## config.mk

```make
export PLATFORM = sky130hd
export DESIGN_NAME = pcpa_steal_pick
export DESIGN_NICKNAME = d
export VERILOG_FILES = /design/src/hdl/pcpa_pkg.sv /design/src/hdl/pcpa_steal_pick.sv
export SDC_FILE = /design/constraint.sdc
export NUM_CORES = 1
export LEC_CHECK = 0
export BUFFER_PORTS_ARGS = -buffer_cell sky130_fd_sc_hd__buf_2
export CORE_MARGIN = 4
export CORE_UTILIZATION = 40
export DETAILED_ROUTE_END_ITERATION = 6
export GPL_TIMING_DRIVEN = 0
export PLACE_DENSITY = 0.58
export SYNTH_ARGS = -nofsm -noshare
export SYNTH_HDL_FRONTEND = slang
export SYNTH_SLANG_ARGS = --single-unit
```

## constraint.sdc

```tcl
create_clock -name vclk -period 5.6
set_clock_uncertainty 0.05 [all_clocks]
set_input_delay 1.12 -clock vclk [all_inputs]
set_output_delay 1.12 -clock vclk [all_outputs]
set_load 0.005 [all_outputs]
```

## src/hdl/pcpa_pkg.sv

```systemverilog
package pcpa_pkg;

    localparam int CPUS       = 8;
    localparam int PAGES      = 32768;
    localparam int PAGE_BYTES = 4096;

    localparam int ADDR_W = 32;
    localparam int CPU_W  = $clog2(CPUS);
    localparam int IDX_W  = $clog2(PAGES);
    localparam int OFF_W  = $clog2(PAGE_BYTES);
    localparam int PG_W   = ADDR_W - OFF_W;
    localparam int CNT_W  = 16;
    localparam int CTR_W  = 32;
    localparam int SUM_W  = CTR_W + CPU_W;
    localparam int FSUM_W = CNT_W + CPU_W;
    localparam int TOT_CAP = (PAGES > 65535) ? 65535 : PAGES;

    localparam int CMD_W    = 2;
    localparam int STATUS_W = 2;
    localparam int IN_W     = 40;
    localparam int OUT_W    = 176;

    localparam int CFG_IDX_W = 1;
    localparam int CFG_W     = 32;

    localparam logic [ADDR_W-1:0] BASE_RESET  = 32'h8000_0000;
    localparam logic [ADDR_W-1:0] LIMIT_RESET = 32'h8800_0000;

    typedef logic [CPU_W-1:0] cpu_t;
    typedef logic [IDX_W-1:0] idx_t;

    typedef enum logic [CMD_W-1:0] {
        CMD_ALLOC,
        CMD_FREE,
        CMD_SEED,
        CMD_QUERY
    } cmd_t;

    typedef enum logic [STATUS_W-1:0] {
        ST_OK,
        ST_NO_PAGE,
        ST_BAD_ADDR
    } status_t;

    typedef enum logic [CFG_IDX_W-1:0] {
        REG_BASE,
        REG_LIMIT
    } cfg_reg_t;

    typedef struct packed {
        logic found;
        cpu_t cpu;
    } pick_t;

endpackage

```

## src/hdl/pcpa_steal_pick.sv

```systemverilog
module pcpa_steal_pick (
    input  logic [pcpa_pkg::CPUS-1:0] nonempty,
    input  pcpa_pkg::cpu_t            start,
    output pcpa_pkg::pick_t           pick
);
    import pcpa_pkg::*;

    // circular priority: first non-empty list at or after start
    always_comb
    begin
        logic [CPU_W:0] s;
        pick = '0;
        for (int i = CPUS - 1; i >= 0; i--)
        begin
            s = {1'b0, start} + (CPU_W + 1)'(i);
            if (s >= (CPU_W + 1)'(CPUS))
            begin
                s = s - (CPU_W + 1)'(CPUS);
            end
            if (nonempty[s[CPU_W-1:0]])
            begin
                pick.found = 1'b1;
                pick.cpu   = s[CPU_W-1:0];
            end
        end
    end

endmodule

```

==> results of run 1 <==
==> metal layers <==
metal | up-vias | global-route usage (%) | share of wire [%]
li1 | 382 | - | -
met1 | 377 | 24.4 | 47
met2 | 16 | 30.4 | 50
met3 | 0 | 0.277 | 3.3
met4 | 0 | 0.426 | 0
met5 | - | 0 | 0
==> synth_stat cells, drive strengths merged, types with 2 or more instances <==
| library cell | count |
|---|---|
| xor2 | 2 |
| a22oi | 3 |
| clkbuf | 4 |
| mux2i | 6 |
| buf | 2 |
| and2b | 2 |
| nand4b | 2 |
| ha | 2 |
| o21ai | 4 |
| a221oi | 2 |
| inv | 4 |
| xnor2 | 2 |
| mux4 | 11 |
| nand2 | 6 |
| nor3 | 2 |
| a21oi | 4 |
| nor2 | 4 |
| nand3 | 2 |
| mux2 | 6 |
| and2 | 2 |
| a211o | 2 |
==> worst max path at each step <==
stage / from / end / slack, ns / cells after the start
2_1_floorplan: start[1] / pick[1] / 0.87 / 10
6_report: start[1] / pick[1] / 0.39 / 12
5_1_grt: start[1] / pick[1] / 0.20 / 12
3_3_place_gp: start[1] / pick[1] / 0.41 / 12
3_5_place_dp: start[1] / pick[1] / 0.37 / 12
4_1_cts: start[1] / pick[1] / 0.36 / 12
==> cells by family after synthesis <==
family | after synthesis | share of synthesized area, %
simple gates | 24 | 16.0
buf+inv | 10 | 7.95
compound gates | 23 | 20.1
xor+xnor | 4 | 4.20
mux | 23 | 48.7
fa+ha+maj | 2 | 3.00
==> metrics by stage <==
| stage | total power (W) | hold WS [ns] |
|---|---|---|
| final | 0.000112 | 2.61 |
| after global routing | 0.000123 | 2.64 |
| after CTS | 0.000111 | 2.61 |
| after detailed placement | 0.000111 | 2.61 |
| after global placement | 0.000109 | 2.61 |
| after floorplan | 0.0000833 | 2.48 |
==> where the power goes <==
group          internal, W  leakage [nW]  switching (W)
clock network            0             0              0
logic            0.0000539         0.372      0.0000577
registers                0             0              0
total            0.0000539         0.372      0.0000577
==> layout make-up <==
cell class / instances / area, sq um / area share (%)
Buffer: 6 / 51.3 / 5.47
Inverter: 4 / 15.0 / 1.60
Multi-Input combinational cell: 76 / 768 / 81.9
Tap cell: 27 / 33.8 / 3.60
Timing Repair Buffer: 14 / 70.1 / 7.47
==> layout by cell type (no fill, tap or decap), types with 2 or more instances in the layout <==
cell and count:
buf_2 14, mux4_2 7, nand2_1 6, mux2i_1 5, mux4_1 4, o21ai_0 4
inv_1 4, a21oi_1 4, nor2_1 4, mux2_2 4, a22oi_1 3, buf_6 2
clkbuf_1 2, xor2_1 2, xnor2_1 2, nand3_1 2, nand4b_1 2, a221oi_1 2
nor3_1 2, ha_1 2
==> worst max-delay path: cells and delay by family <==
kind / cells / cell delay [ns]
fa+ha+maj: 1 / 0.34
buf+inv: 6 / 1.01
compound gates: 3 / 0.72
mux: 2 / 0.85
==> results.sh, run 1 <==
export IMPL_cpMaxStageDelayCell="mux4_2"
export IMPL_synth_top_area_cell="mux4_2"
export IMPL_finalSetupTns_ns=0
export IMPL_hp_start="start[2]"
export IMPL_crit_path_start_kind="input port"
export IMPL_worstPathArrival_ns=4.04
export IMPL_areaGrowthSynthToFinish_pct=12.4
export IMPL_pre_cts_slack_ns=0.365
export IMPL_design_area_sq_um=938
export IMPL_viasPerCell=6.10
export IMPL_synth_distinct_cells=42
export IMPL_rsz0062_at_grt="no"
export IMPL_nClkBuffers=0
export IMPL_postPlaceCellArea_sq_um=938
export IMPL_ys_warn_count=0
export IMPL_die_w_um=53.7
export IMPL_status="complete, no violations"
export IMPL_via_count=775
export IMPL_timing_hold_worst_path_depth=4
export IMPL_n_fill_cell=212
export IMPL_regArea_sq_um=0
export IMPL_fin_ws_ns=0.390
export IMPL_cap_violations=0
export IMPL_min_period_over_period_pct=93.0
export IMPL_postRouteWirelength_um=2180
export IMPL_firstDrtPassIters=4
export IMPL_hold_path_endpoint="pick[3]"
export IMPL_maxSlewViolCount=0
export IMPL_place_inst=127
export IMPL_cts_resized=0
export IMPL_avgSynthCellArea_sq_um=9.70
export IMPL_cp_max_fo=10
export IMPL_rows=16
export IMPL_synthCells=86
export IMPL_worst_setup_path_end_kind="primary output"
export IMPL_hold_path_class="input port to primary output"
export IMPL_drcViolationCount=0
export IMPL_grt_total_usage_pct=17.2
export IMPL_grt_max_degree=11
export IMPL_antenna_found_initial=0
export IMPL_stdcell_count=127
export IMPL_max_slew_margin_pct=73.7
export IMPL_syn_cell_area_sq_um=835
export IMPL_hold_buffers=0
export IMPL_utilization_pct=47.8
export IMPL_setup_viol=0
export IMPL_slowest_delay_ns=0.52
export IMPL_ioPinCount=15
export IMPL_gp_congestion=0.813
export IMPL_tightest_slew_ns=0.383
export IMPL_finish_net_count=115
export IMPL_grt_overflow=0
export IMPL_p_leak_nw=0.372
export IMPL_p_per_area_mw_per_mm2=119
export IMPL_grt_first_pass_wirelength_um=3770
export IMPL_cp_required_ns=4.43
export IMPL_dp_hpwl_um=1690
export IMPL_drt_iter0_markers=6
export IMPL_max_freq_ghz=0.192
export IMPL_initial_core_util_pct=42.5
export IMPL_synth_nets=99
export IMPL_period_needed_ns=5.21
export IMPL_drive_above_1_share_pct=36.0
export IMPL_die_y_um=53.7
export IMPL_cts_setup_buffers=0
export IMPL_coreArea_sq_mm=0.00196
export IMPL_crit_path_frequent_cell="buf_2"
export IMPL_finalHoldViolCount=0
export IMPL_grt_pass1_vias=775
export IMPL_dieArea_sq_mm=0.00288
export IMPL_final_antenna_net_count=0
export IMPL_n_antenna_cell=0
export IMPL_ys_top_cells_by_area="mux4_2, mux4_1, mux2i_1, mux2_2, ha_1"
export IMPL_ir_worst_vdd_mv=0.0487
export IMPL_synth_top_area_share_pct=18.9
export IMPL_path_cells="buf_2 > clkbuf_1 > clkbuf_8 > inv_1 > ha_1 > buf_6 > mux2_1 > mux4_2 > a2111oi_2 > o311ai_1 > a22oi_1 > buf_2"
export IMPL_path_class="input port to primary output"
export IMPL_wl_per_cell_um=17.2
export IMPL_seq_cell_count=0
export IMPL_seq_area_frac_synth_pct=0
export IMPL_port_buffers=14
Note: power is estimated with default switching activity, not from simulation.
==> run 2: changes to the inputs <==
--- a/config.mk
+++ b/config.mk
@@ -5,12 +5,12 @@
 export SDC_FILE = /design/constraint.sdc
 export NUM_CORES = 1
 export LEC_CHECK = 0
-export BUFFER_PORTS_ARGS = -buffer_cell sky130_fd_sc_hd__buf_2
 export CORE_MARGIN = 4
 export CORE_UTILIZATION = 40
 export DETAILED_ROUTE_END_ITERATION = 6
+export DONT_BUFFER_PORTS = 1
 export GPL_TIMING_DRIVEN = 0
-export PLACE_DENSITY = 0.58
+export PLACE_DENSITY = 0.52
 export SYNTH_ARGS = -nofsm -noshare
 export SYNTH_HDL_FRONTEND = slang
 export SYNTH_SLANG_ARGS = --single-unit
==> run 2 against run 1 <==
Power decreased by 10%. Highest routed layer unchanged. Global-route usage decreased by 1.1 points. Worst setup slack improved by 0.18 ns. Critical endpoint unchanged. Via count decreased by 6.5%.
==> results.sh, run 2 (synthesis results as in run 1) <==
export IMPL_comb_power_share_pct=100.0
export IMPL_internal_power_w=0.0000485
export IMPL_gp_congestion=0.820
export IMPL_cap_violations=0
export IMPL_via_count=725
export IMPL_n_fill_cell=212
export IMPL_rsz0062_at_grt="no"
export IMPL_status="complete, no violations"
export IMPL_nClkBuffers=0
export IMPL_cp_max_fo=10
export IMPL_p_per_area_mw_per_mm2=115
export IMPL_grt_max_degree=11
export IMPL_tightest_slew_ns=0.437
export IMPL_final_common_cell="mux4_2"
export IMPL_fin_hold_ws_ns=2.51
export IMPL_firstDrtPassIters=4
export IMPL_drive_above_1_share_pct=25.6
export IMPL_multi_input_area_sq_um=768
export IMPL_hold_path_class="input port to primary output"
export IMPL_hold_path_endpoint="pick[0]"
export IMPL_clkPwrFrac_pct=0
export IMPL_timing_hold_worst_path_depth=2
export IMPL_grt_overflow=0
export IMPL_layout_common_cells="mux4_2, nand2_1, mux2i_1"
export IMPL_switchingPower_w=0.0000516
export IMPL_period_needed_ns=5.03
export IMPL_crit_path_start_kind="input port"
export IMPL_ioPinCount=15
export IMPL_finalSetupTns_ns=0
export IMPL_areaGrowthSynthToFinish_pct=4.05
export IMPL_fin_ws_ns=0.568
export IMPL_cts_setup_buffers=0
export IMPL_ir_worst_vdd_mv=0.0499
export IMPL_finish_net_count=101
export IMPL_rows=16
export IMPL_seq_power_share_pct=0
export IMPL_coreArea_sq_mm=0.00196
export IMPL_max_slew_margin_pct=70.6
export IMPL_drt_iter0_markers=11
export IMPL_hold_buffers=0
export IMPL_regArea_sq_um=0
export IMPL_maxSlewViolCount=0
export IMPL_path_class="input port to primary output"
export IMPL_p_leak_nw=0.319
export IMPL_worstPathArrival_ns=3.86
export IMPL_finalHoldViolCount=0
export IMPL_grt_total_usage_pct=16.1
export IMPL_seq_cell_count=0
export IMPL_wl_per_cell_um=18.4
export IMPL_die_w_um=53.7
export IMPL_grt_pass1_vias=731
export IMPL_hp_start="start[0]"
export IMPL_drcViolationCount=0
export IMPL_dieArea_sq_mm=0.00288
export IMPL_cts_resized=0
export IMPL_setup_viol=0
export IMPL_die_y_um=53.7
export IMPL_dp_hpwl_um=1630
export IMPL_worst_setup_path_end_kind="primary output"
export IMPL_p_sw_share_pct=51.5
export IMPL_min_period_over_period_pct=89.9
export IMPL_finalPower_w=0.000100
export IMPL_pre_cts_slack_ns=0.572
export IMPL_port_buffers=0
export IMPL_grt_first_pass_wirelength_um=3620
export IMPL_n_antenna_cell=0
export IMPL_postRouteWirelength_um=2080
export IMPL_initial_core_util_pct=42.5
export IMPL_viasPerCell=6.42
export IMPL_antenna_found_initial=0
export IMPL_max_freq_ghz=0.199
export IMPL_final_antenna_net_count=0
export IMPL_cp_required_ns=4.43
[run 2: final cells by class]
| type | count | area share, % |
|---|---|---|
| inverters | 4 | 1.73 |
| well taps | 27 | 3.89 |
| multi-input cells | 76 | 88.5 |
| plain buffers | 6 | 5.91 |
[run 2: critical path: stages]
cell and delay (ns):
clkbuf_1 0.26, clkbuf_8 0.25, inv_1 0.07, ha_1 0.34, buf_6 0.17, mux2_1 0.33
mux4_2 0.52, a2111oi_2 0.36, o311ai_1 0.16, a22oi_1 0.27
[run 2: worst max-delay path by stage]
stage	from	end	slack, ns
2_1_floorplan	start[1]	pick[1]	0.87
3_3_place_gp	start[1]	pick[1]	0.57
3_5_place_dp	start[1]	pick[1]	0.57
4_1_cts	start[1]	pick[1]	0.57
5_1_grt	start[1]	pick[1]	0.35
6_report	start[1]	pick[1]	0.57
[run 2: per-layer routing]
metal  wire, um  vias to the layer above  part of all wire, %  track usage, %
li1           -                      353                    -               -
met1        927                      357                   45            21.9
met2       1070                       15                   51            28.8
met3         86                        0                  4.1            1.39
met4          0                        0                    0           0.851
met5          0                        -                    0               0
[run 2: power groups by stage]
stage	Sequential [W]	Clock [W]	Combinational, W
6_report	0	0	0.000100
5_1_grt	0	0	0.000110
4_1_cts	0	0	0.0000990
3_5_place_dp	0	0	0.0000986
3_3_place_gp	0	0	0.0000988
2_1_floorplan	0	0	0.0000833
[run 2: stage by stage]
step	instance area, sq um	instances	util [%]
finish	868	113	44.3
global route	868	113	44.3
CTS	868	113	44.3
detailed placement	868	113	44.3
global placement	868	113	44.3
floorplan	835	86	-
